==> config.mk <==
export PLATFORM = sky130hd
export DESIGN_NAME = ustar_stream_deframer_top
export DESIGN_NICKNAME = d
export VERILOG_FILES = /design/src/usdf_pkg.sv /design/src/ustar_stream_deframer_top.sv /design/src/usdf_parser.sv
export SDC_FILE = /design/constraint.sdc
export NUM_CORES = 1
export LEC_CHECK = 0
export BUFFER_PORTS_ARGS = -buffer_cell sky130_fd_sc_hd__buf_4
export CAP_MARGIN = 20
export CORE_ASPECT_RATIO = 0.75
export CORE_MARGIN = 2
export CORE_UTILIZATION = 60
export CTS_BUF_LIST = sky130_fd_sc_hd__clkbuf_16
export CTS_CLUSTER_SIZE = 8
export DETAILED_ROUTE_END_ITERATION = 6
export PLACE_DENSITY = 0.79
export REMOVE_ABC_BUFFERS = 1
export SYNTH_ARGS = -nofsm -noshare
export SYNTH_HDL_FRONTEND = slang
export SYNTH_SLANG_ARGS = --single-unit
==> constraint.sdc <==
create_clock -name i_clk -period 12.7 [get_ports i_clk]
set_input_delay 2.54 -clock i_clk [delete_from_list [all_inputs] [get_ports i_clk]]
set_output_delay 2.54 -clock i_clk [all_outputs]
set_load 0.005 [all_outputs]
==> src/usdf_pkg.sv <==
// ============================================================================
// usdf_pkg
// Shared types and constants for the ustar stream deframer: block layout,
// result kinds, parser phases and the result record.
// ============================================================================
`default_nettype none

package usdf_pkg;

    // Default width of the valid header counter.
    localparam int unsigned COUNT_WIDTH_DEF = 16;

    // Header block layout, as byte offsets within a 512-byte block.
    localparam logic [8:0] OFS_LAST        = 9'd511;
    localparam logic [8:0] OFS_SIZE_FIRST  = 9'd124;
    localparam logic [8:0] OFS_SIZE_LAST   = 9'd135;
    localparam logic [8:0] OFS_TYPE        = 9'd156;
    localparam logic [8:0] OFS_MAGIC_FIRST = 9'd257;
    localparam logic [8:0] OFS_MAGIC_LAST  = 9'd261;

    // Octal digit range and the regular file type flag.
    localparam logic [7:0] CHAR_ZERO  = 8'h30;
    localparam logic [7:0] CHAR_SEVEN = 8'h37;
    localparam logic [7:0] TYPE_REG   = 8'h30;
    localparam logic [7:0] TYPE_NUL   = 8'h00;

    // Field widths of one result.
    localparam int unsigned SIZE_W  = 36;
    localparam int unsigned INDEX_W = 16;
    localparam int unsigned TDATA_W = 72;

    // What a result carries.
    typedef enum logic [1:0] {
        KIND_HEADER  = 2'd0,
        KIND_CONTENT = 2'd1,
        KIND_END     = 2'd2
    } t_kind;

    // Parser phase, one-hot.
    typedef enum logic [2:0] {
        PH_HEADER  = 3'b001,
        PH_CONTENT = 3'b010,
        PH_PADDING = 3'b100
    } t_phase;

    // One result record.
    typedef struct packed {
        t_kind               kind;
        logic [7:0]          data_byte;
        logic [INDEX_W-1:0]  entry_index;
        logic [SIZE_W-1:0]   entry_bytes;
        logic [7:0]          type_flag;
        logic                last_of_entry;
    } t_result;

    // Expected magic character at a position within "ustar".
    function automatic logic [7:0] magic_char(input logic [2:0] pos);
        logic [7:0] c;
        case (pos)
            3'd0:    c = 8'h75;  // u
            3'd1:    c = 8'h73;  // s
            3'd2:    c = 8'h74;  // t
            3'd3:    c = 8'h61;  // a
            3'd4:    c = 8'h72;  // r
            default: c = 8'h00;
        endcase
        return c;
    endfunction

endpackage

`default_nettype wire

==> src/ustar_stream_deframer_top.sv <==
// ============================================================================
// ustar_stream_deframer_top
// Deframes an uncompressed ustar tar stream into header, content and
// end-of-archive transactions.
// ============================================================================
// Usage:
//   The slave channel takes one stream byte per transaction in tdata.
//   The master channel carries results: tuser holds the kind (header,
//   content byte, end of archive), tlast marks the final content byte of
//   an entry, and tdata holds the byte, entry index, size and type flag.
//   Only bytes that yield a result produce a master transaction; header
//   bytes, padding and content of non-regular entries are absorbed.
//   Each result is registered in the output stage before master tvalid.
//   Throughput is one byte per cycle while slave tready is high; the
//   parser state registers close the loop from one byte to the next.
//   A two-entry output stage (result register plus skid register) lets
//   the block take a byte while a result waits; slave tready falls only
//   when both entries hold results. After the end-of-archive result
//   every further byte is taken and dropped until reset. Reset returns
//   the parser to the start of a header block and empties the output
//   stage.
// ============================================================================
`default_nettype none

module ustar_stream_deframer_top #(
    parameter int unsigned COUNT_WIDTH = usdf_pkg::COUNT_WIDTH_DEF
) (
    input  wire logic        i_clk,
    input  wire logic        i_rst_n,
    // Slave channel.
    input  wire logic        i_s_axis_tvalid,
    output logic             o_s_axis_tready,
    input  wire logic [7:0]  i_s_axis_tdata,   // [7:0] stream_byte
    // Master channel.
    output logic             o_m_axis_tvalid,
    input  wire logic        i_m_axis_tready,
    // [7:0] data_byte, [23:8] entry_index, [59:24] entry size,
    // [67:60] type_flag, [71:68] zero
    output logic [usdf_pkg::TDATA_W-1:0] o_m_axis_tdata,
    output logic [1:0]       o_m_axis_tuser,   // [1:0] kind
    output logic             o_m_axis_tlast    // last_of_entry
);
    import usdf_pkg::*;

    logic    w_accept;
    logic    w_res_valid;
    t_result w_res;

    logic    r_out_valid, n_out_valid;
    logic    r_skid_valid, n_skid_valid;
    t_result r_out, n_out;
    t_result r_skid, n_skid;
    logic    w_pop;

    assign o_s_axis_tready = !r_skid_valid;
    assign w_accept        = i_s_axis_tvalid && o_s_axis_tready;
    assign w_pop           = r_out_valid && i_m_axis_tready;

    usdf_parser #(
        .COUNT_WIDTH (COUNT_WIDTH)
    ) u_parser (
        .i_clk       (i_clk),
        .i_rst_n     (i_rst_n),
        .i_accept    (w_accept),
        .i_byte      (i_s_axis_tdata),
        .o_res_valid (w_res_valid),
        .o_res       (w_res)
    );

    // Output stage: the skid entry drains first, a new result fills the
    // free entry.
    always_comb begin
        n_out_valid  = r_out_valid;
        n_skid_valid = r_skid_valid;
        n_out        = r_out;
        n_skid       = r_skid;
        if (w_pop || !r_out_valid) begin
            if (r_skid_valid) begin
                n_out        = r_skid;
                n_out_valid  = 1'b1;
                n_skid_valid = 1'b0;
            end else begin
                n_out       = w_res;
                n_out_valid = w_res_valid;
            end
        end else if (w_res_valid) begin
            n_skid       = w_res;
            n_skid_valid = 1'b1;
        end
    end

    // Output stage control.
    always_ff @(posedge i_clk) begin
        if (!i_rst_n) begin
            r_out_valid  <= 1'b0;
            r_skid_valid <= 1'b0;
        end else begin
            r_out_valid  <= n_out_valid;
            r_skid_valid <= n_skid_valid;
        end
    end

    // Output stage payload.
    always_ff @(posedge i_clk) begin
        r_out  <= n_out;
        r_skid <= n_skid;
    end

    assign o_m_axis_tvalid = r_out_valid;
    assign o_m_axis_tdata  = {4'b0000, r_out.type_flag, r_out.entry_bytes,
                              r_out.entry_index, r_out.data_byte};
    assign o_m_axis_tuser  = r_out.kind;
    assign o_m_axis_tlast  = r_out.last_of_entry;

    // The skid entry is only ever filled behind a waiting result.
    a_skid_behind_out: assert property (@(posedge i_clk) disable iff (!i_rst_n)
        r_skid_valid |-> r_out_valid)
        else $error("skid entry holds a result while the output register is empty");

    // Only content transactions carry a byte or an end-of-entry mark.
    a_non_content_clean: assert property (@(posedge i_clk) disable iff (!i_rst_n)
        (o_m_axis_tvalid && (o_m_axis_tuser != KIND_CONTENT)) |->
        (!o_m_axis_tlast && (o_m_axis_tdata[7:0] == 8'h00)))
        else $error("header or end transaction carries content fields");

    // An end-of-archive transaction reports no size and no type flag.
    a_end_clean: assert property (@(posedge i_clk) disable iff (!i_rst_n)
        (o_m_axis_tvalid && (o_m_axis_tuser == KIND_END)) |->
        (o_m_axis_tdata[71:24] == 48'h0))
        else $error("end-of-archive transaction carries size or type");

endmodule

`default_nettype wire

==> src/usdf_parser.sv <==
// ============================================================================
// usdf_parser
// Block walker for the tar stream: gathers header fields, judges each
// header block and forwards regular content bytes, one byte per cycle while i_accept is high.
// ============================================================================
`default_nettype none

module usdf_parser #(
    parameter int unsigned COUNT_WIDTH = usdf_pkg::COUNT_WIDTH_DEF
) (
    input  wire logic              i_clk,
    input  wire logic              i_rst_n,
    input  wire logic              i_accept,
    input  wire logic [7:0]        i_byte,
    output logic                   o_res_valid,
    output usdf_pkg::t_result      o_res
);
    import usdf_pkg::*;

    logic [8:0]             r_offset,      n_offset;
    t_phase                 r_phase,       n_phase;
    logic [SIZE_W-1:0]      r_size_acc,    n_size_acc;
    logic                   r_stopped,     n_stopped;
    logic                   r_magic_ok,    n_magic_ok;
    logic                   r_name_empty,  n_name_empty;
    logic [7:0]             r_held_type,   n_held_type;
    logic [SIZE_W-1:0]      r_content,     n_content;
    logic [8:0]             r_padding,     n_padding;
    logic [COUNT_WIDTH-1:0] r_count,       n_count;
    logic                   r_ended,       n_ended;

    logic        w_regular;
    logic        w_last;
    logic [8:0]  w_magic_pos;
    logic [8:0]  w_pad_new;

    assign w_regular   = (r_held_type == TYPE_REG) || (r_held_type == TYPE_NUL);
    assign w_last      = (r_content <= SIZE_W'(1));
    assign w_magic_pos = r_offset - OFS_MAGIC_FIRST;
    // Padding up to the next block boundary; a multiple of 512 gives zero.
    assign w_pad_new   = 9'(10'd512 - {1'b0, r_size_acc[8:0]});

    // Next state and result for the byte accepted in this cycle.
    always_comb begin
        logic [31:0] count_ext;
        n_offset     = r_offset;
        n_phase      = r_phase;
        n_size_acc   = r_size_acc;
        n_stopped    = r_stopped;
        n_magic_ok   = r_magic_ok;
        n_name_empty = r_name_empty;
        n_held_type  = r_held_type;
        n_content    = r_content;
        n_padding    = r_padding;
        n_count      = r_count;
        n_ended      = r_ended;
        o_res_valid  = 1'b0;
        o_res        = '0;
        count_ext    = '0;

        if (i_accept && !r_ended) begin
            case (r_phase)
                PH_CONTENT: begin
                    n_content = w_last ? '0 : r_content - SIZE_W'(1);
                    if (w_last) begin
                        n_phase = (r_padding != 9'd0) ? PH_PADDING : PH_HEADER;
                    end
                    n_offset = 9'd0;
                    if (w_regular) begin
                        o_res_valid         = 1'b1;
                        o_res.kind          = KIND_CONTENT;
                        o_res.data_byte     = i_byte;
                        o_res.entry_bytes   = r_size_acc;
                        o_res.type_flag     = r_held_type;
                        o_res.last_of_entry = w_last;
                    end
                end
                PH_PADDING: begin
                    if (r_padding != 9'd0) begin
                        n_padding = r_padding - 9'd1;
                    end
                    if (r_padding <= 9'd1) begin
                        n_phase = PH_HEADER;
                    end
                    n_offset = 9'd0;
                end
                default: begin
                    // Start of a header block: restart field gathering.
                    if (r_offset == 9'd0) begin
                        n_size_acc   = '0;
                        n_stopped    = 1'b0;
                        n_magic_ok   = 1'b1;
                        n_name_empty = (i_byte == 8'h00);
                    end
                    // Octal size digits up to the first non-octal byte.
                    if (r_offset inside {[OFS_SIZE_FIRST:OFS_SIZE_LAST]} && !r_stopped) begin
                        if (i_byte inside {[CHAR_ZERO:CHAR_SEVEN]}) begin
                            n_size_acc = {r_size_acc[SIZE_W-4:0], 3'(i_byte - CHAR_ZERO)};
                        end else begin
                            n_stopped = 1'b1;
                        end
                    end
                    if (r_offset == OFS_TYPE) begin
                        n_held_type = i_byte;
                    end
                    if (r_offset inside {[OFS_MAGIC_FIRST:OFS_MAGIC_LAST]}) begin
                        if (i_byte != magic_char(w_magic_pos[2:0])) begin
                            n_magic_ok = 1'b0;
                        end
                    end

                    // Judge the block on its final byte.
                    if (r_offset != OFS_LAST) begin
                        n_offset = r_offset + 9'd1;
                    end else begin
                        n_offset = 9'd0;
                        if (r_name_empty) begin
                            n_ended    = 1'b1;
                            o_res_valid = 1'b1;
                            o_res.kind  = KIND_END;
                        end else if (r_magic_ok) begin
                            if (r_count != '1) begin
                                n_count = r_count + COUNT_WIDTH'(1);
                            end
                            n_content = r_size_acc;
                            n_padding = w_pad_new;
                            if (r_size_acc != '0) begin
                                n_phase = PH_CONTENT;
                            end else if (w_pad_new != 9'd0) begin
                                n_phase = PH_PADDING;
                            end else begin
                                n_phase = PH_HEADER;
                            end
                            o_res_valid       = 1'b1;
                            o_res.kind        = KIND_HEADER;
                            o_res.entry_bytes = r_size_acc;
                            o_res.type_flag   = r_held_type;
                        end
                    end
                end
            endcase
            // Saturated index of the counter value after this byte.
            count_ext         = 32'(n_count);
            o_res.entry_index = (count_ext > 32'h0000_FFFF) ? 16'hFFFF :
                                count_ext[INDEX_W-1:0];
        end
    end

    // Parser state registers.
    always_ff @(posedge i_clk) begin
        if (!i_rst_n) begin
            r_offset     <= 9'd0;
            r_phase      <= PH_HEADER;
            r_size_acc   <= '0;
            r_stopped    <= 1'b0;
            r_magic_ok   <= 1'b1;
            r_name_empty <= 1'b0;
            r_held_type  <= 8'h00;
            r_content    <= '0;
            r_padding    <= 9'd0;
            r_count      <= '0;
            r_ended      <= 1'b0;
        end else begin
            r_offset     <= n_offset;
            r_phase      <= n_phase;
            r_size_acc   <= n_size_acc;
            r_stopped    <= n_stopped;
            r_magic_ok   <= n_magic_ok;
            r_name_empty <= n_name_empty;
            r_held_type  <= n_held_type;
            r_content    <= n_content;
            r_padding    <= n_padding;
            r_count      <= n_count;
            r_ended      <= n_ended;
        end
    end

endmodule

`default_nettype wire

# After elaboration in Yosys (flattened, before gate mapping)
# Cells that the tools add are included.
# classes
n_lt_le_gt_ge	8
n_bitwise	6
n_eq_ne	20
muxes	59
addsub	7
reduce_logical	33
# op_table
operator	n
36-bit two-way mux	7
71-bit two-way mux	2
44-bit two-way mux	3
44-bit one-hot mux with 2 select lines	1
16-bit two-way mux	5
36-bit one-hot mux with 2 select lines	1
9-bit two-way mux	7
45-bit two-way mux	1
36-bit by 1-bit <= comparator with 1-bit output (second input constant)	1
36-bit nonzero test	1
36-bit by 1-bit subtractor with 36-bit output (second input constant)	1
7-bit one-hot mux with 5 select lines	1
8-bit two-way mux	4
3-bit two-way mux	8
9-bit one-hot mux with 2 select lines	1
9-bit nonzero test	2
16-bit by 1-bit adder with 16-bit output (second input constant)	1
8-bit logical NOT	2
16-bit != test (second input constant)	1
1-bit two-way mux	13
6-bit AND reduction	2
9-bit by 1-bit adder with 9-bit output (second input constant)	1
3-bit by 2-bit equality test with 1-bit output (second input constant)	3
9-bit by 8-bit equality test with 1-bit output (second input constant)	1
other kinds (35)	63
# totals
in_bits	12
elab_cells	158
out_inout_bits	77
ff_bits	265

# Logic depth before layout (Yosys ltp)
# logic_depth
depth_word	9
mapped_depth	11
depth_no_buf	10

# Modules after synthesis
# From an unflattened synthesis, not the netlist that was laid out.
# hier_totals
cells_unflattened	1263
area_unflattened_um2	13284.0
# modules_own_cells
module	cells_per_inst	seq_area_each_um2	area_per_inst_um2	instances
usdf_parser	1027	2422.3	7801.2	1
ustar_stream_deframer_top	236	4304.1	5482.8	1

# Worst setup path before layout
# Ideal clock, no wire load.
# synth_timing
path_kind	input to register
from	in i_m_axis_tready
to	reg r_skid[0] (netlist name), enable pin
slack_ps	4757
setup_ps	500
n_path_buf	0
t_arrival_ps	7442
cell_stages	2
required_time_ps	12200
cell_sequence	nand2b_1 -> nor2_1
# synth_between
elab_chain_len	4
# synth_rtl
element	line_no	source
start: declaration	ustar_stream_deframer_top.sv:36	input wire logic i_m_axis_tready,
1-bit logical AND	ustar_stream_deframer_top.sv:57	assign w_pop = r_out_valid && i_m_axis_tready;
1-bit logical OR	ustar_stream_deframer_top.sv:77	if (w_pop || !r_out_valid) begin
1-bit NOT (no line)	--	
2-bit AND reduction (no line)	--	
end signal: assignment	ustar_stream_deframer_top.sv:106	r_skid <= n_skid;
end: declaration	ustar_stream_deframer_top.sv:52	t_result r_skid, n_skid;
# No other way between the ends.
# A chain may end at the register's enable or synchronous reset.

# Final worst setup path
# layout_timing
from	reg r_skid_valid
to	out o_s_axis_tready
# layout_between
elab_chain_len	1
# layout_rtl
element	line_no	source
start: declaration	ustar_stream_deframer_top.sv:50	logic r_skid_valid, n_skid_valid;
start signal: assignment	ustar_stream_deframer_top.sv:99	r_skid_valid <= n_skid_valid;
1-bit logical NOT	ustar_stream_deframer_top.sv:55	assign o_s_axis_tready = !r_skid_valid;
end: declaration	ustar_stream_deframer_top.sv:32	output logic o_s_axis_tready,
# No other way between the ends.

==> results.ini <==
[clock_tree]
cts_buffer_depth = 3
htreeDepth = 2
cts_setup_buffers = 0
cts_tree = done
cts_sinks = 265
cts_resized = 0
cts_buffers = 39
clk_latency_ns = 0.52
cts_root_buffer = clkbuf_16
hold_buffers = 0
path_clk_slew_ns = 0.05

[global_routing]
grt_use_met3_pct = 5.31
grt_pass1_vias = 8941
grt_pass1_wl_mm = 46.9
grt_overflow = 0
antenna_found_initial = 0
top_usage_layer = met2
grt_max_degree = 74
gr-usage-met2_pct = 40.5
grtUsageTotal_pct = 27.2
grt_use_met1_pct = 40.4

[power]
pwr-share-clk_pct = 49.9
comb_power_share_pct = 1.6
switchingPower_mw = 0.389
power_density_nw_per_um2 = 131
p_leak_nw = 5.91
swShare_pct = 21.1
pwr-share-seq_pct = 48.6
p_int_mw = 1.46
peakVddDrop_mv = 0.0857
power_mw = 1.85

[timing]
finClkSkew_ns = 0.0247
worst_slew_pin_slew_ns = 1.10
fin_tns_setup_ns = 0
max_freq_mhz = 220
slew_headroom_pct = 26.7
fin_crit_sh_pct = 35.8
setup_viol = 0
timing.final.ws_setup_ns = 8.15
finalCriticalPeriod_ns = 4.55
finalMaxSlewViolations = 0
rsz0062_at_grt = false
hold_violations = 0

[worst_hold_path]
hold_class = reg -> reg

[setup_path]
r2r_end = r_skid[70]
r2r_slack_ns = 9.18
cpPeakStageDelay_ns = 0.63
critical_path.startpoint = r_skid_valid
cp_max_fo = 53
critPathCaptureType = primary output
crit_path_cell_trace = buf_4 -> inv_1 -> buf_4
r2r_cells = 9
cp.required_ns = 10.16
endpoint = o_s_axis_tready
startpoint_type = flop
worstSetupPathType = reg -> out
rr_startpoint = u_parser.r_offset[1]
crit_path_frequent_cell = buf_4
crit_arrival_ns = 2.01
critPathSlowestCell = dfxtp_2

[placement]
portBuffers = 84
dp_hpwl_mm = 18.8
dp_slack_ns = 7.79
gp_congestion = 0.910

[synthesis]
synthArstFlopShare_pct = 0
syn_area_um2 = 12200
synthDistinctLibCells = 66
ys_seq_elements = 265
ys.flop_type = edfxtp_1
ys_warn_count = 0
synth_edf_count = 142
ys_seq_area_share_pct = 55.0
netlist_instances = 1187
syn_avg_cell_area_um2 = 10.3

[cells_and_area]
diodes = 0
nFillCells = 1498
fin_util_pct = 70.3
fin_nets = 1281
layout_common_cells = 142 x edfxtp_1, 122 x dfxtp_1, 116 x nor2_1
drive_gt1_share_pct = 12.8
layout_commonest_cell = edfxtp_1
area_growth_pct = 15.6

[detailed_routing]
drt-total-wl_mm = 29.6
ant_nets = 0
vias = 9719
vias_per_cell = 6.32
drtPass1Iterations = 6
drc = 0
drtIter0Drc = 1049
wl_per_cell_um = 19.2

[run]
maxCapViolations = 0

[status]
status = finished clean

[floorplan]
die_w_um = 169
start_util_pct = 60.9
fp.dieH_um = 128
dieArea_um2 = 21600
io_pins = 89
rows = 45
core-area_um2 = 20100

[cells by family after synthesis]
logic type                 after synthesis  share of synthesized area, %
AOI/OAI and AO/OA                      304                          17.2
xor gates and xnor gates                42                          3.01
adders and majority gates               16                          1.64
buffers and inverters                   95                          3.14
DFF                                    265                          55.0
muxes                                   13                          1.06
other                                    1                        0.0306
and+or+nand+nor                        451                          19.0
[stage by stage]
step | instance area (um^2) | hold WS (ns) | cells
6_report | 14100 | 0.453 | 1539
5_1_grt | 14100 | 0.484 | 1539
4_1_cts | 14100 | 0.454 | 1539
3_5_place_dp | 13000 | 0.438 | 1470
3_3_place_gp | 13000 | 0.451 | 1469
2_1_floorplan | 11900 | 0.424 | 1115
[worst min-delay path by stage]
stage / cells after the start / slack (ns) / start / endpoint
CTS: 1 / 0.45 / u_parser.r_content[19] / u_parser.r_content[19]
global placement: 1 / 0.45 / u_parser.r_content[19] / u_parser.r_content[19]
detailed placement: 1 / 0.44 / u_parser.r_content[19] / u_parser.r_content[19]
global route: 1 / 0.48 / u_parser.r_content[19] / u_parser.r_content[19]
floorplan: 1 / 0.42 / u_parser.r_content[19] / u_parser.r_content[19]
finish: 1 / 0.45 / u_parser.r_content[19] / u_parser.r_content[19]
[worst max-delay path, delay by kind of cell (launching register included)]
family	cells	cell delay, ns
buffers and inverters	3	0.83
DFF	1	0.63
[state kept, by name, summed over array words and instances, names as in the netlist, 2 cells and up]
register,flops
u_parser.r_padding,9
u_parser.r_count,16
r_skid,71
u_parser.r_phase,3
u_parser.r_size_acc,36
u_parser.r_held_type,8
u_parser.r_offset,9
u_parser.r_content,36
o_m_axis_tdata,68
o_m_axis_tuser,2
[power by group through the flow]
stage	Combinational [mW]	Clock, mW	Sequential [mW]
floorplan	0.0149	0	0.913
global placement	0.0283	0	0.913
detailed placement	0.0286	0	0.913
CTS	0.0286	0.931	0.896
global route	0.0318	0.967	0.896
finish	0.0290	0.921	0.897
[cell usage after synthesis, drive strengths merged, types with 17 or more instances]
cell type	count	area (um^2)
or4	19	150
nor3	41	215
a22o	36	315
clkbuf	64	240
a21o	70	526
nand2	83	312
edfxtp	142	4260
inv	20	75.1
o21ai	66	330
dfxtp	123	2460
xnor2	27	236
nor4	30	188
nor2	117	439
a22oi	17	128
a21oi	46	230
and2	57	357
nand3	30	150
[area by class of cell]
| cell class | instances | area [um^2] | area share, % |
|---|---|---|---|
| timing repair buffer | 97 | 726 | 5.13 |
| sequential | 265 | 6730 | 47.6 |
| clock inverter | 30 | 139 | 0.982 |
| inverter | 20 | 75.1 | 0.531 |
| multi-input combinational | 830 | 5170 | 36.6 |
| clock buffer | 39 | 976 | 6.90 |
| tap | 258 | 323 | 2.28 |
[per-layer routing]
metal  share of wire [%]  wire, um
met1                  46     13500
met2                  43     12700
met3                 9.5      2820
met4                 2.0       602
met5                   0         0
No activity file was read; power rests on OpenSTA's default activity.
